<file path="src/hw/rtl/assert_macros.svh">
// Assertion helpers, included by the top-level RTL file.
`ifndef ASSERT_MACROS_SVH
`define ASSERT_MACROS_SVH

// Same-cycle implication, disabled while reset is high.
`define ASSERT_IMPLIES(label, clk, rst, cond, expr) \
   label: assert property (@(posedge clk) disable iff (rst) (cond) |-> (expr)) \
      else $error("assertion failed");

// Next-cycle implication, disabled while reset is high.
`define ASSERT_NEXT(label, clk, rst, cond, expr) \
   label: assert property (@(posedge clk) disable iff (rst) (cond) |=> (expr)) \
      else $error("assertion failed");

`endif

</file>
<file path="src/hw/rtl/rlv_pkg.sv">
package rlv_pkg;

   localparam int FRAC_BITS   = 30;
   localparam int MANT_BITS   = 32;
   localparam int LOG_ITERS   = 30;
   localparam int RET_BITS    = 32;
   localparam int WIN_W       = 9;
   localparam int FACTOR_W    = 16;
   localparam int CSR_DATA_W  = 16;
   localparam int CSR_INDEX_W = 1;
   localparam int VOL_W       = 32;
   localparam int SAMPLES_W   = 9;
   localparam int SUM_SQ_W    = 64;
   localparam int SQ_SHIFT    = 8;
   localparam int VAR_SHIFT   = 12;
   localparam int SCALED_W    = SUM_SQ_W - VAR_SHIFT;

   // ln(2) in Q0.28.
   localparam logic [27:0] LN2_Q28 = 28'd186065280;
   localparam logic [RET_BITS-1:0] RET_MAX = 32'h7FFF_FFFF;

   localparam logic [WIN_W-1:0]    WINDOW_RESET = 9'd20;
   localparam logic [FACTOR_W-1:0] FACTOR_RESET = 16'd252;

   localparam logic [CSR_INDEX_W-1:0] CSR_WINDOW_LENGTH = 1'd0;
   localparam logic [CSR_INDEX_W-1:0] CSR_ANNUAL_FACTOR = 1'd1;

   typedef struct packed {
      logic [RET_BITS-1:0] log_ret;
      logic                restart;
   } rlv_item_type;

   typedef enum logic [2:0] {
      F_IDLE,
      F_NORM,
      F_LOG,
      F_DIFF,
      F_MUL,
      F_RET,
      F_PUSH
   } front_state_type;

   typedef enum logic [3:0] {
      B_IDLE,
      B_SQ_NEW,
      B_SQ_OLD,
      B_DIV_MEAN,
      B_DIV_VAR,
      B_MEAN_SQ,
      B_VAR_SUB,
      B_SCALE_LO,
      B_SCALE_HI,
      B_SQRT,
      B_DONE
   } back_state_type;

endpackage

</file>
<file path="src/hw/rtl/rlv_queue.sv">
module rlv_queue (
   input  logic                  clock,
   input  logic                  reset,
   input  rlv_pkg::rlv_item_type in_item,
   input  logic                  in_valid,
   output logic                  in_ready,
   output rlv_pkg::rlv_item_type out_item,
   output logic                  out_valid,
   input  logic                  out_ready
);
   import rlv_pkg::*;

   rlv_item_type entry_ff [2];
   logic         wr_ptr_ff, wr_ptr_in;
   logic         rd_ptr_ff, rd_ptr_in;
   logic [1:0]   count_ff, count_in;
   logic         push, pop;

   assign in_ready  = (count_ff != 2'd2);
   assign out_valid = (count_ff != 2'd0);
   assign out_item  = entry_ff[rd_ptr_ff];
   assign push      = in_valid && in_ready;
   assign pop       = out_valid && out_ready;

   always_comb begin
      wr_ptr_in = push ? ~wr_ptr_ff : wr_ptr_ff;
      rd_ptr_in = pop ? ~rd_ptr_ff : rd_ptr_ff;
      count_in  = count_ff + {1'b0, push} - {1'b0, pop};
   end

   always_ff @(posedge clock) begin
      if (reset) begin
         wr_ptr_ff <= 1'b0;
         rd_ptr_ff <= 1'b0;
         count_ff  <= 2'd0;
      end else begin
         wr_ptr_ff <= wr_ptr_in;
         rd_ptr_ff <= rd_ptr_in;
         count_ff  <= count_in;
      end
      if (push) begin
         entry_ff[wr_ptr_ff] <= in_item;
      end
   end

endmodule

</file>
<file path="config.mk">
export PLATFORM = sky130hd
export DESIGN_NAME = rlv_queue
export DESIGN_NICKNAME = d
export VERILOG_FILES = /design/src/hw/rtl/assert_macros.svh /design/src/hw/rtl/rlv_pkg.sv /design/src/hw/rtl/rlv_queue.sv
export SDC_FILE = /design/constraint.sdc
export NUM_CORES = 1
export LEC_CHECK = 0
export BUFFER_PORTS_ARGS = -buffer_cell sky130_fd_sc_hd__buf_4
export CAP_MARGIN = 10
export CORE_AREA = 2 2 131 69
export DETAILED_ROUTE_END_ITERATION = 6
export DIE_AREA = 0 0 133 71
export PLACE_DENSITY = 0.55
export SETUP_SLACK_MARGIN = 0.3
export SLEW_MARGIN = 15
export SYNTH_ARGS = -nofsm -noshare
export SYNTH_HDL_FRONTEND = slang
export SYNTH_SLANG_ARGS = --single-unit
</file>
<file path="constraint.sdc">
create_clock -name clock -period 3.4 [get_ports clock]
set_input_delay 0.68 -clock clock [delete_from_list [all_inputs] [get_ports clock]]
set_output_delay 0.68 -clock clock [all_outputs]
set_load 0.005 [all_outputs]
</file>
-- After elaboration in Yosys (flattened, before gate mapping)
Memories as Yosys holds them, arrays and structs flattened. A register that Yosys moved wholly into a read port is not among the register bits.
Cells that the tools add are included.
- add/subtract/negate cells: 2
- equal/unequal tests: 1
- multiplexer cells: 4
- bitwise operators: 2
- reduce and logical (&&, ||, !) cells: 3
- operators with widths (kind ; number):
    1-bit 2-to-1 mux ; 4
    2-bit by 1-bit adder with 2-bit output ; 1
    1-bit logical AND ; 2
    2-bit != test, second input constant ; 1
    1-bit NOT ; 2
    2-bit nonzero test ; 1
    2-bit by 1-bit subtractor with 2-bit output ; 1
- register bits: 4
- memory bits (writable): 66
- input bits: 37
- memories kept: 1
- memory list (memory ; depth ; bits a word ; rd ports ; clocked after memory_dff ; wr ports ; line ; RTL):
    entry_ff ; 2 ; 33 ; 1 ; 1 ; 1 ; rlv_queue.sv:13 ; rlv_item_type entry_ff [2];

-- Logic depth before layout (Yosys ltp)
- word-level depth: 4
- gate-level depth with buffers: 8
- gate-level depth less buffers: 8

-- Least setup slack after synthesis
Ideal clock, no wire load.
- path kind: in2reg
- start: input port in_valid
- end: memory entry_ff[0][0] (netlist name), enable pin
- library setup time: 0.423 ns
- arrival: 2.141 ns
- data required time: 2.977 ns
- slack: 0.836 ns
- stages on the path: 2
- path buffers: 0
- path through: nand2_2 nor2_1
- word-level cells in the longest chain between the ends: 3
- RTL lines (element ; line ; RTL):
    start, declared ; rlv_queue.sv:5 ; input logic in_valid,
    1-bit logical AND ; rlv_queue.sv:22 ; assign push = in_valid && in_ready;
    1-bit 2-to-1 mux ; rlv_queue.sv:41 ; if (push) begin
    1-bit 2-to-1 mux (not written as such) ; rlv_queue.sv:42 ; entry_ff[wr_ptr_ff] <= in_item;
    end, declared ; rlv_queue.sv:13 ;
No other way between the ends.

==> impl_results.md <==
* Warnings, synthesis at 0
* Resize count post-CTS at 0
* Routed wire per std cell at 14.9 um
* Global-route wire length before repair at 7480 um
* Final WL at 4890 um
* Distinct cells, synth at 16
* GP Congestion at 0.743
* Syn Nets at 166
* Crit-path slowest cell: dfxtp_2
* H-tree levels at 3
* Antenna violations before repair at 0
* Crit. End Element: primary output
* Outcome: completed
* CP required at 2.72 ns
* Power per cell area at 723 nW/um^2
* CTS tree: done
* Final setup fails at 0
* Worst min path class: reg2reg
* IO Count at 72
* Fmax at 0.412 GHz
* Vias per cell at 4.08
* I/O Buffers at 71
* Synth Register Bits at 71
* Post-CTS Hold Fix Bufs at 0
* Delay-heaviest family, CP: flip-flops
* Core box area at 8380 sq um
* Site row count at 24
* Post-layout nets at 245
* CTS Buf Count at 9
* Share of layout cells above drive strength 1 at 57.8%
* Max_slew headroom at 35.6%
* Post-synth top area share at 72.1%
* Worst vdd ir at 0.356 mV
* Max cap viols at 0
* Crit-path max FO at 17
* Residual DRC at 0
* HPWL Detailed at 3320 um
* Drt first pass iters at 2
* Die Ht at 71 um
* Sequential area share after synthesis at 75.7%
* Worst Path Buf+Inv at 2
* GRT Overall Usage at 11.3%
* Largest stage delay, worst path at 0.70 ns
* Initial DRC count at 71
* Critical path arrival at 1.75 ns
* Die X at 133 um
* Pleak at 0.00143 uW
* Area delta synth->final at 33.6%
* ANT cells at 0
* Slew @ Worst Pin at 0.964 ns
* Total grt overflow at 0
* Die area at 9440 sq um
* Max Transition Viols Final at 0
* Post-Route Setup TNS at 0 ns
* RSZ-0062 raised after global routing: false
* Cells after synthesis at 127
* Setup bufs post-CTS at 0
* Post-route antenna net violation count at 0
* Area contributors post-synth: edfxtp_1, mux2_4, dfxtp_1
* Critical path type: reg2out
* Worst-Skew Late Latency at 0.33 ns
* Mapped Area at 2750 sq um
* Vias in the first global route at 1,351
* Minimum clock period at 2.43 ns
* Critical path launch point type: register
* Yosys top cell by area: edfxtp_1
* Hold Vio Cnt, Final at 0
* CP cell instances: buf_12 > mux2_4 > buf_4
* Clk Tree Root Cell: clkbuf_16
* Synthesized area per cell at 21.6 sq um
* Hold WS at 0.514 ns
* Fin crit share at 71.3%
* Skew final at 0.00493 ns
* Starting Density at 32.8%
* Clock Path Buffers at 2
* CTS Sinks at 71
* Largest net degree at the start of global routing at 34
* Routed via count at 1,338
* Clk pin slew, worst setup/hold paths at 0.05 ns
[registers in the layout, summed over array words and instances, names as in the netlist, named ones only]
register,count
wr_ptr_ff,1
count_ff,2
rd_ptr_ff,1
entry_ff,66
[through the flow]
stage          total power [uW]  instances  setup WS (ns)  area [sq um]  utilization, %
3_3_place_gp               1880        312           1.30          3410            40.7
5_1_grt                    2800        328          0.880          3670            43.8
3_5_place_dp               1890        312           1.27          3410            40.7
6_report                   2650        328          0.974          3670            43.8
2_1_floorplan              1580        127          0.836          2750               -
4_1_cts                    2710        328          0.914          3670            43.8
[power breakdown]
part | switching, uW | leakage [uW] | internal (uW)
Sequential | 72.4 | 0.000658 | 1100
Clock | 313 | 0.000126 | 489
Combinational | 256 | 0.000650 | 419
Total | 641 | 0.00143 | 2010
[layout make-up]
class	instances	area (sq um)
Clock inverter	4	22.5
Fill cell	741	4710
Inverter	1	3.75
Multi-Input combinational cell	51	627
Sequential cell	71	2080
Tap cell	117	146
Timing Repair Buffer	72	553
Clock buffer	12	236
[cell families (layout without fill, tap and decap cells)]
kind of cell    Yosys count  after routing  share of synthesized area, %
mux                      34             34                          18.2
simple gates             11             11                          2.14
fa+ha+maj                 2              2                         0.910
compound gates            1              1                         0.319
xor+xnor                  3              3                         0.956
buf+inv                   5             89                          1.77
flops                    71             71                          75.7
[worst paths after layout]
kind / from / end / slack, ns / depth (start not counted)
worst max-delay path: register / out_item[31] / 0.97 / 3
worst min-delay path: rd_ptr_ff$_SDFFE_PP0P_ / register / 0.51 / 2
worst max register to register: count_ff[0]$_SDFF_PP0_ / entry_ff[0][27]$_DFFE_PP_ / 1.65 / 3
worst min register to register: rd_ptr_ff$_SDFFE_PP0P_ / register / 0.51 / 2
[synth_stat cells, drive strengths merged]
library cell / n
xnor2: 2
nor2: 5
inv: 1
dfxtp: 5
buf: 4
ha: 2
o21a: 1
nand2b: 1
nor2b: 2
edfxtp: 66
or2: 1
xor2: 1
mux2: 34
and3: 1
nand2: 1
[layer usage]
layer	share of wire, %	GRT usage, %	vias to the layer above
met4	1.3	4.66	0
met5	0	0	-
met2	41	15.1	52
li1	-	-	645
met3	8.1	6.67	7
met1	50	14.9	634
[worst reg2reg max path, cell delays in order, from the launching register on]
cell and delay, ns:
dfxtp_1 0.36, nand2b_2 0.16, nand2_2 0.10, nor2_4 0.74
[cell usage in the layout, fill, tap and decap left out, types with 2 or more instances in the layout]
cell type	instances
nor2_1	4
ha_1	2
mux2_4	31
mux2_1	3
edfxtp_1	66
nor2b_1	2
xnor2_1	2
clkinv_2	3
clkbuf_1	3
clkbuf_16	9
buf_4	71
dfxtp_1	4
Power figures use the tool's default switching activity.
