## config.mk

```make
export PLATFORM = sky130hd
export DESIGN_NAME = rlv_front_flat
export DESIGN_NICKNAME = d
export VERILOG_FILES = /design/src/hw/rtl/assert_macros.svh /design/src/hw/rtl/rlv_pkg.sv /design/src/hw/rtl/rlv_req_if.sv /design/src/hw/rtl/rlv_front.sv /design/src/flat_wrapper.sv
export SDC_FILE = /design/constraint.sdc
export NUM_CORES = 2
export LEC_CHECK = 0
export ABC_AREA = 1
export BUFFER_PORTS_ARGS = -buffer_cell sky130_fd_sc_hd__buf_2
export CAP_MARGIN = 20
export CORE_UTILIZATION = 54
export CTS_CLUSTER_SIZE = 8
export DETAILED_ROUTE_END_ITERATION = 7
export PLACE_DENSITY = 0.77
export SYNTH_ARGS = -nofsm -noshare
export SYNTH_HDL_FRONTEND = slang
export SYNTH_SLANG_ARGS = --single-unit
```

## constraint.sdc

```tcl
create_clock -name clock -period 10 [get_ports clock]
set_clock_uncertainty 0.15 [all_clocks]
set_input_delay 0.5 -clock clock [delete_from_list [all_inputs] [get_ports clock]]
set_output_delay 0.5 -clock clock [all_outputs]
set_load 0.01 [all_outputs]
```

## src/hw/rtl/assert_macros.svh

```systemverilog
// Assertion helpers, included by the top-level RTL file.
`ifndef ASSERT_MACROS_SVH
`define ASSERT_MACROS_SVH

// Same-cycle implication, disabled while reset is high.
`define ASSERT_IMPLIES(label, clk, rst, cond, expr) \
   label: assert property (@(posedge clk) disable iff (rst) (cond) |-> (expr)) \
      else $error("assertion failed");

// Next-cycle implication, disabled while reset is high.
`define ASSERT_NEXT(label, clk, rst, cond, expr) \
   label: assert property (@(posedge clk) disable iff (rst) (cond) |=> (expr)) \
      else $error("assertion failed");

`endif

```

## src/hw/rtl/rlv_pkg.sv

```systemverilog
package rlv_pkg;

   localparam int FRAC_BITS   = 30;
   localparam int MANT_BITS   = 32;
   localparam int LOG_ITERS   = 30;
   localparam int RET_BITS    = 32;
   localparam int WIN_W       = 9;
   localparam int FACTOR_W    = 16;
   localparam int CSR_DATA_W  = 16;
   localparam int CSR_INDEX_W = 1;
   localparam int VOL_W       = 32;
   localparam int SAMPLES_W   = 9;
   localparam int SUM_SQ_W    = 64;
   localparam int SQ_SHIFT    = 8;
   localparam int VAR_SHIFT   = 12;
   localparam int SCALED_W    = SUM_SQ_W - VAR_SHIFT;

   // ln(2) in Q0.28.
   localparam logic [27:0] LN2_Q28 = 28'd186065280;
   localparam logic [RET_BITS-1:0] RET_MAX = 32'h7FFF_FFFF;

   localparam logic [WIN_W-1:0]    WINDOW_RESET = 9'd20;
   localparam logic [FACTOR_W-1:0] FACTOR_RESET = 16'd252;

   localparam logic [CSR_INDEX_W-1:0] CSR_WINDOW_LENGTH = 1'd0;
   localparam logic [CSR_INDEX_W-1:0] CSR_ANNUAL_FACTOR = 1'd1;

   typedef struct packed {
      logic [RET_BITS-1:0] log_ret;
      logic                restart;
   } rlv_item_type;

   typedef enum logic [2:0] {
      F_IDLE,
      F_NORM,
      F_LOG,
      F_DIFF,
      F_MUL,
      F_RET,
      F_PUSH
   } front_state_type;

   typedef enum logic [3:0] {
      B_IDLE,
      B_SQ_NEW,
      B_SQ_OLD,
      B_DIV_MEAN,
      B_DIV_VAR,
      B_MEAN_SQ,
      B_VAR_SUB,
      B_SCALE_LO,
      B_SCALE_HI,
      B_SQRT,
      B_DONE
   } back_state_type;

endpackage

```

## src/hw/rtl/rlv_req_if.sv

```systemverilog
interface rlv_req_if #(
   parameter int PRICE_BITS = 32
) ();
   logic                  valid;
   logic                  ready;
   logic [PRICE_BITS-1:0] price;
   logic                  restart;

   modport source (output valid, output price, output restart, input ready);
   modport sink (input valid, input price, input restart, output ready);
endinterface

```

## src/hw/rtl/rlv_front.sv

```systemverilog
module rlv_front #(
   parameter int PRICE_BITS = 32
) (
   input  logic                 clock,
   input  logic                 reset,
   rlv_req_if.sink              req,
   output rlv_pkg::rlv_item_type push_item,
   output logic                 push_valid,
   input  logic                 push_ready
);
   import rlv_pkg::*;

   localparam int XW  = (PRICE_BITS > MANT_BITS) ? PRICE_BITS : MANT_BITS;
   localparam int EW  = $clog2(PRICE_BITS);
   localparam int LW  = EW + FRAC_BITS;
   localparam int PHW = LW - 32 + 28;
   localparam int TW  = LW + 32;

   front_state_type       state_ff, state_in;
   logic [XW-1:0]         x_ff, x_in;
   logic [EW-1:0]         exp_ff, exp_in;
   logic [MANT_BITS-1:0]  mant_ff, mant_in;
   logic [FRAC_BITS-1:0]  frac_ff, frac_in;
   logic [4:0]            iter_ff, iter_in;
   logic [LW-1:0]         cur_log_ff, cur_log_in;
   logic [LW-1:0]         prev_log_ff, prev_log_in;
   logic                  cur_zero_ff, cur_zero_in;
   logic                  prev_zero_ff, prev_zero_in;
   logic                  restart_ff, restart_in;
   logic                  neg_ff, neg_in;
   logic [LW-1:0]         mag_ff, mag_in;
   logic [59:0]           plo_ff, plo_in;
   logic [PHW-1:0]        phi_ff, phi_in;
   logic [RET_BITS-1:0]   ret_ff, ret_in;

   logic [63:0]           mant_sq;
   logic [32:0]           mant_next;
   logic [TW-1:0]         total;
   logic [RET_BITS-1:0]   ret_mag;

   always_ff @(posedge clock) begin
      if (reset) begin
         state_ff     <= F_IDLE;
         prev_zero_ff <= 1'b1;
      end else begin
         state_ff     <= state_in;
         prev_zero_ff <= prev_zero_in;
      end
      x_ff        <= x_in;
      exp_ff      <= exp_in;
      mant_ff     <= mant_in;
      frac_ff     <= frac_in;
      iter_ff     <= iter_in;
      cur_log_ff  <= cur_log_in;
      prev_log_ff <= prev_log_in;
      cur_zero_ff <= cur_zero_in;
      restart_ff  <= restart_in;
      neg_ff      <= neg_in;
      mag_ff      <= mag_in;
      plo_ff      <= plo_in;
      phi_ff      <= phi_in;
      ret_ff      <= ret_in;
   end

   always_comb begin
      state_in     = state_ff;
      x_in         = x_ff;
      exp_in       = exp_ff;
      mant_in      = mant_ff;
      frac_in      = frac_ff;
      iter_in      = iter_ff;
      cur_log_in   = cur_log_ff;
      prev_log_in  = prev_log_ff;
      cur_zero_in  = cur_zero_ff;
      prev_zero_in = prev_zero_ff;
      restart_in   = restart_ff;
      neg_in       = neg_ff;
      mag_in       = mag_ff;
      plo_in       = plo_ff;
      phi_in       = phi_ff;
      ret_in       = ret_ff;

      mant_sq   = 64'(mant_ff) * 64'(mant_ff);
      mant_next = mant_sq[63:31];
      total     = TW'(plo_ff) + (TW'(phi_ff) << 32) + (TW'(1) << 31);
      ret_mag   = ((total >> 32) > TW'(RET_MAX)) ? RET_MAX : total[63:32];

      unique case (state_ff)
         F_IDLE: begin
            if (req.valid) begin
               x_in        = XW'(req.price) << (XW - PRICE_BITS);
               exp_in      = EW'(PRICE_BITS - 1);
               restart_in  = req.restart;
               cur_zero_in = (req.price == '0);
               frac_in     = '0;
               iter_in     = '0;
               state_in    = (req.price == '0) ? F_DIFF : F_NORM;
            end
         end
         F_NORM: begin
            // Shift until the leading one sits at the top of the word.
            if (x_ff[XW-1]) begin
               mant_in  = x_ff[XW-1 -: MANT_BITS];
               state_in = F_LOG;
            end else begin
               x_in   = x_ff << 1;
               exp_in = exp_ff - 1'b1;
            end
         end
         F_LOG: begin
            // One fraction bit of log2 per squaring of the mantissa.
            if (mant_next[32]) begin
               mant_in = mant_next[32:1];
               frac_in = {frac_ff[FRAC_BITS-2:0], 1'b1};
            end else begin
               mant_in = mant_next[31:0];
               frac_in = {frac_ff[FRAC_BITS-2:0], 1'b0};
            end
            iter_in = iter_ff + 1'b1;
            if (iter_ff == 5'(LOG_ITERS - 1)) begin
               cur_log_in = {exp_ff, frac_in};
               state_in   = F_DIFF;
            end
         end
         F_DIFF: begin
            if (cur_zero_ff || prev_zero_ff) begin
               neg_in = 1'b0;
               mag_in = '0;
            end else if (cur_log_ff < prev_log_ff) begin
               neg_in = 1'b1;
               mag_in = prev_log_ff - cur_log_ff;
            end else begin
               neg_in = 1'b0;
               mag_in = cur_log_ff - prev_log_ff;
            end
            state_in = F_MUL;
         end
         F_MUL: begin
            plo_in   = 60'(mag_ff[31:0]) * 60'(LN2_Q28);
            phi_in   = PHW'(mag_ff[LW-1:32]) * PHW'(LN2_Q28);
            state_in = F_RET;
         end
         F_RET: begin
            ret_in       = neg_ff ? (~ret_mag + 1'b1) : ret_mag;
            prev_log_in  = cur_log_ff;
            prev_zero_in = cur_zero_ff;
            state_in     = F_PUSH;
         end
         F_PUSH: begin
            if (push_ready) begin
               state_in = F_IDLE;
            end
         end
         default: state_in = F_IDLE;
      endcase
   end

   assign req.ready         = (state_ff == F_IDLE);
   assign push_valid        = (state_ff == F_PUSH);
   assign push_item.log_ret = ret_ff;
   assign push_item.restart = restart_ff;

endmodule

```

## src/flat_wrapper.sv

```systemverilog
// flat-port wrapper written by rule: the top's interface ports become plain ports
module rlv_front_flat import rlv_pkg::*;
#(
   parameter int PRICE_BITS = 32
)
  (clock, reset, push_item, push_valid, push_ready, req_valid, req_price, req_restart, req_ready);
  rlv_req_if #(.PRICE_BITS(PRICE_BITS)) req_i ();
  input  logic clock;
  input  logic reset;
  output rlv_pkg::rlv_item_type push_item;
  output logic push_valid;
  input  logic push_ready;
  input wire logic [$bits(req_i.valid)-1:0] req_valid;
  input wire logic [$bits(req_i.price)-1:0] req_price;
  input wire logic [$bits(req_i.restart)-1:0] req_restart;
  output wire logic [$bits(req_i.ready)-1:0] req_ready;
  assign req_i.valid = req_valid;
  assign req_i.price = req_price;
  assign req_i.restart = req_restart;
  assign req_ready = req_i.ready;
  rlv_front #(.PRICE_BITS(PRICE_BITS)) u_core (.clock(clock), .reset(reset), .req(req_i), .push_item(push_item), .push_valid(push_valid), .push_ready(push_ready));
endmodule
```

After elaboration in Yosys (flattened, before gate mapping) --
Cells that the tools add are included.
Word-level totals: register bits 324, bits in latches 0, bits in writable memories 0, bits in read-only memories 0, input bits 37, output and inout bits 35, logic and storage cells 79, memories 0
Operators by class: $add $sub $neg 7, multipliers 3, div/mod/pow operators 0, order comparisons 2, equal/unequal tests 12, shift operators 0, muxes and demuxes 24, bitwise operators 1, reductions and logical operators 13
Operators by type and width (count):
- $mux W32 | 6
- $pmux W32 S2 | 2
- $sub A35 B35 Y35 | 2
- $add A67 B32 Y67 const B | 1
- $add A60 B63 Y64 | 1
- $mul A32 B32 Y64 | 1
- $pmux W29 S2 | 1
- $mul A32 B21 Y53 const B | 1
- $gt A35 B31 Y1 const B | 1
- $lt A35 B35 Y1 | 1
- $mux W35 | 1
- $add A32 B1 Y32 const B | 1
- $logic_not A32 Y1 | 1
- $not A32 Y32 | 1
- $mux W29 | 1
- $mul A3 B21 Y24 const B | 1
- $pmux W3 S7 | 1
- $pmux W5 S2 | 2
- $mux W5 | 3
- $mux W3 | 4
- $reduce_and A2 Y1 | 5
- $eq A3 B3 Y1 const B | 3
- $eq A3 B2 Y1 const B | 2
- $ne A2 B1 Y1 const B | 3
- other kinds (12) | 16

Logic depth before layout (Yosys ltp) --
depth after elaboration 7, mapped depth 35, gate-level depth less buffers 33

Worst setup path before layout --
No wires, ideal clock.
kind register to register, start point register u_core.mant_ff[2], end point register u_core.mant_ff[31], data pin, data arrival time 7.151 ns, data required time 9.586 ns, setup slack 2.436 ns, cell stages (with the launch flop) 32, buffers on the path 4, clock period less this slack 7.564 ns, cell sequence edfxtp_1 clkbuf_1 clkbuf_1 buf_1 nand2_1 fa_1 inv_1 fa_1 inv_1 fa_1 fa_1 inv_1 fa_1 inv_1 fa_1 inv_1 fa_1 fa_1 ha_1 a21oi_1 inv_1 a31oi_1 o21ai_0 a31oi_1 nand2_1 nand3_1 nand2_1 nand2_1 nand2_1 nor2_2 buf_2 nand3_1
On the way: longest elaborated chain between the ends 3
RTL lines:
- start: declaration | RTL line rlv_front.sv:22 | logic [MANT_BITS-1:0] mant_ff, mant_in;
- start signal: assignment | RTL line rlv_front.sv:51 | mant_ff <= mant_in;
- $mul A32 B32 Y64 | RTL line rlv_front.sv:83 | mant_sq = 64'(mant_ff) * 64'(mant_ff);
- net u_core.mant_sq[63] | RTL line rlv_front.sv:36 | logic [63:0] mant_sq;
- $mux W32 | RTL line rlv_front.sv:112 | if (mant_next[32]) begin
- $pmux W32 S2 | RTL line rlv_front.sv:88 | unique case (state_ff)
The timed path passes the listed nets, and every way through them passes these cells. A chain may end at the register's enable or synchronous reset.

Final worst setup path --
start point register u_core.mant_ff[28], end point register u_core.mant_ff[31], data pin
The elaborated chain is that of the path after synthesis.

==> reports/summary.txt <==
Startpoint types -> flip-flop
Pre-antenna DRT Iters -> 6
Final WL -> 151000 um
Setup Viol. Count Final -> 0
Clk_lat worst skew -> 0.60 ns
Actual slew at the worst max-slew pin -> 1.15 ns
Detail Placement HPWL -> 127000 um
Post-route setup TNS -> 0 ns
Biggest cell delay along the critical path -> 0.89 ns
Syn Std Cell Area -> 59100 um^2
Critical Path Slowest Stage Cell -> edfxtp_1
Place WS -> 1.17 ns
Max Clk Rate -> 0.112 GHz
M3 GR Usage -> 3.92%
Met2 usage -> 49.3%
Most Crowded Layer GR -> met2
Top fanout value on the critical path -> 18
Endpoint class of the critical path -> flip-flop
Max_slew headroom -> 23.1%
Most frequent cells in the layout -> 1998 x inv_1, 1322 x nand2_1, 1014 x fa_1
Most common flop cell mapped by yosys -> edfxtp_1
Leading cell type in the layout, fill and taps excluded -> inv_1
Hold endpoint -> u_core.state_ff[2]
ANT nets after route -> 0
GR Util met1 -> 34.8%
Area of the multi-input gates -> 42200 um^2
Net Count, Synth -> 8691
Hold path startpoint -> push_ready
Clk sink count -> 291
Mapped Cells -> 6984
DR DRC count -> 0
Setup slack after layout -> 1.06 ns
Post-CTS Setup Repair Bufs -> 0
Share of post-route cells with drive strength above 1 -> 4.06%
Yosys reg bits -> 291
Min cycle time layout -> 8.94 ns
GRT Residual Overflow -> 0
CTS buffer count -> 42
Core Region -> 108000 um^2
Initial antenna violation count -> 7
Max_cap viols -> 0
Vias in the first global route -> 48520
DR vias/cell -> 5.36
Syn. warnings -> 0
Die X -> 333 um
Row Count -> 120
Register-to-register setup slack -> 1.06 ns
Nets -> 8730
RSZ-0062 raised after global routing -> no
Area delta synth->final -> 5.64%
Hold Crit Class -> input pin to flip-flop
FF-to-FF End -> u_core.mant_ff[31]
Initial DRC count -> 3148
Worst EP required -> 10.18 ns
Hold path depth -> 4
Reg2reg start -> u_core.mant_ff[28]
Buffers on Ports -> 71
Yosys cell types -> 64
Worst setup path class -> flip-flop to flip-flop
FFs w/ async S/R, synth -> 0%
# IOs -> 72
Total GRT Usage -> 28.1%
Die Area -> 111000 um^2
Sequential area share after synthesis -> 14.7%
TritonCTS clock tree -> built
First-pass GRT wire length -> 246000 um
Fin. Hold Viols -> 0
Final GP Congestion -> 0.992
Pins Over Slew Limit -> 0
CTS Root Cell -> clkbuf_16
Die height -> 333 um
Mean Syn Cell Area -> 8.46 um^2
CP most frequent cell -> fa_1
Part of the cycle the worst path needs -> 89.4%
Per-cell routed wire length -> 17.9 um
R2r worst-path depth -> 29
Clock buffer depth -> 3
# fillers -> 9402
Post-synth EDFFs -> 287
Status -> finished clean
Clk slew on worst S/H paths -> 0.05 ns
Via count -> 45307
Placed cell area -> 61100 um^2
Initial Utilization -> 54.8%
Design Area, Final -> 62400 um^2
Storage cell area -> 8700 um^2
# H-tree levels -> 2
Worst Path Arrival -> 9.11 ns
Pin count of the biggest net entering global routing -> 70
-- worst max-delay path by stage --
stage | start | to | slack [ns] | cells past startpoint
floorplan | u_core.mant_ff[2] | u_core.mant_ff[31] | 2.44 | 31
global placement | u_core.mant_ff[28] | u_core.mant_ff[31] | 1.29 | 29
detailed placement | u_core.mant_ff[23] | u_core.mant_ff[31] | 1.17 | 26
CTS | u_core.mant_ff[23] | u_core.mant_ff[31] | 1.14 | 26
global route | u_core.mant_ff[15] | u_core.mant_ff[31] | 0.66 | 29
finish | u_core.mant_ff[28] | u_core.mant_ff[31] | 1.06 | 29
-- critical path, delay by kind of cell (launching register included) --
family	cells	cell delay (ns)
adder cells (fa/ha/maj)	9	4.32
flip-flops	1	0.89
buffers and inverters	8	1.18
AND/OR/NAND/NOR	9	1.39
AO/OA/AOI/OAI	3	0.69
-- layer usage --
metal,share of wire [%],up-vias
met5,0.015,-
met4,4.3,4
met3,7.0,363
met2,49,1582
met1,39,22231
li1,-,21127
-- metrics by stage --
step	cells	utilization (%)	hold WS, ns
final	8446	57.9	0.0745
after global routing	8442	57.9	0.0579
after CTS	8437	57.8	0.0436
after detailed placement	8376	56.7	0.265
after global placement	8376	56.7	0.255
after floorplan	6984	-	0.250
-- state kept, by name, summed over array words and instances (netlist names), 5 cells and up --
register	count
u_core.cur_log_ff	35
u_core.mag_ff	35
u_core.prev_log_ff	35
u_core.mant_ff	32
u_core.ret_ff	32
u_core.x_ff	32
u_core.frac_ff	29
u_core.plo_ff	29
u_core.phi_ff	15
u_core.exp_ff	5
u_core.iter_ff	5
-- cell usage after synthesis, types with 12 or more instances --
master / count / share of area, %
inv_1: 2000 / 13
nand2_1: 1323 / 8.4
fa_1: 1014 / 34
ha_1: 656 / 14
nor2_1: 366 / 2.3
a21oi_1: 299 / 2.5
edfxtp_1: 287 / 15
o21ai_0: 176 / 1.5
nand3_1: 161 / 1.4
clkbuf_1: 107 / 0.68
xor2_1: 96 / 1.4
nand4_1: 56 / 0.59
xnor2_1: 50 / 0.74
a31oi_1: 38 / 0.40
a22o_1: 30 / 0.44
o21bai_1: 28 / 0.36
o21a_1: 26 / 0.33
nor3_1: 24 / 0.20
nor2_2: 21 / 0.22
nor4_1: 19 / 0.20
buf_1: 17 / 0.11
nand2_2: 16 / 0.17
buf_2: 14 / 0.12
a21o_1: 12 / 0.15
o211ai_1: 12 / 0.15
-- final cells by class --
cell class                      instances  area share [%]
Antenna cell                            5          0.0201
Clock buffer                           55            1.76
Clock inverter                          4           0.108
Inverter                             2015            12.1
Multi-Input combinational cell       4534            67.7
Sequential cell                       291            13.9
Tap cell                             1403            2.81
Timing Repair Buffer                  139            1.53
-- cells by family (layout without fill, tap and decap cells) --
kind of cell | Yosys count | after routing | share of synthesized area, %
AO/OA/AOI/OAI | 688 | 688 | 6.81
AND/OR/NAND/NOR | 2023 | 2023 | 14.1
XOR/XNOR | 146 | 146 | 2.17
other | 0 | 5 | 0
flip-flops | 291 | 291 | 14.7
adder cells (fa/ha/maj) | 1670 | 1670 | 48.3
multiplexers | 7 | 7 | 0.119
buffers and inverters | 2159 | 2213 | 13.8
-- timing repair --
item                                   4_1_cts  5_1_grt
hold buffers                                 2        0
resized for setup                            0        0
setup endpoints to repair                    0        0
endpoints found under the hold margin        4        0
Power is not shown: default switching activity piles up to over one toggle a cycle in this logic, so the estimate is an artifact.
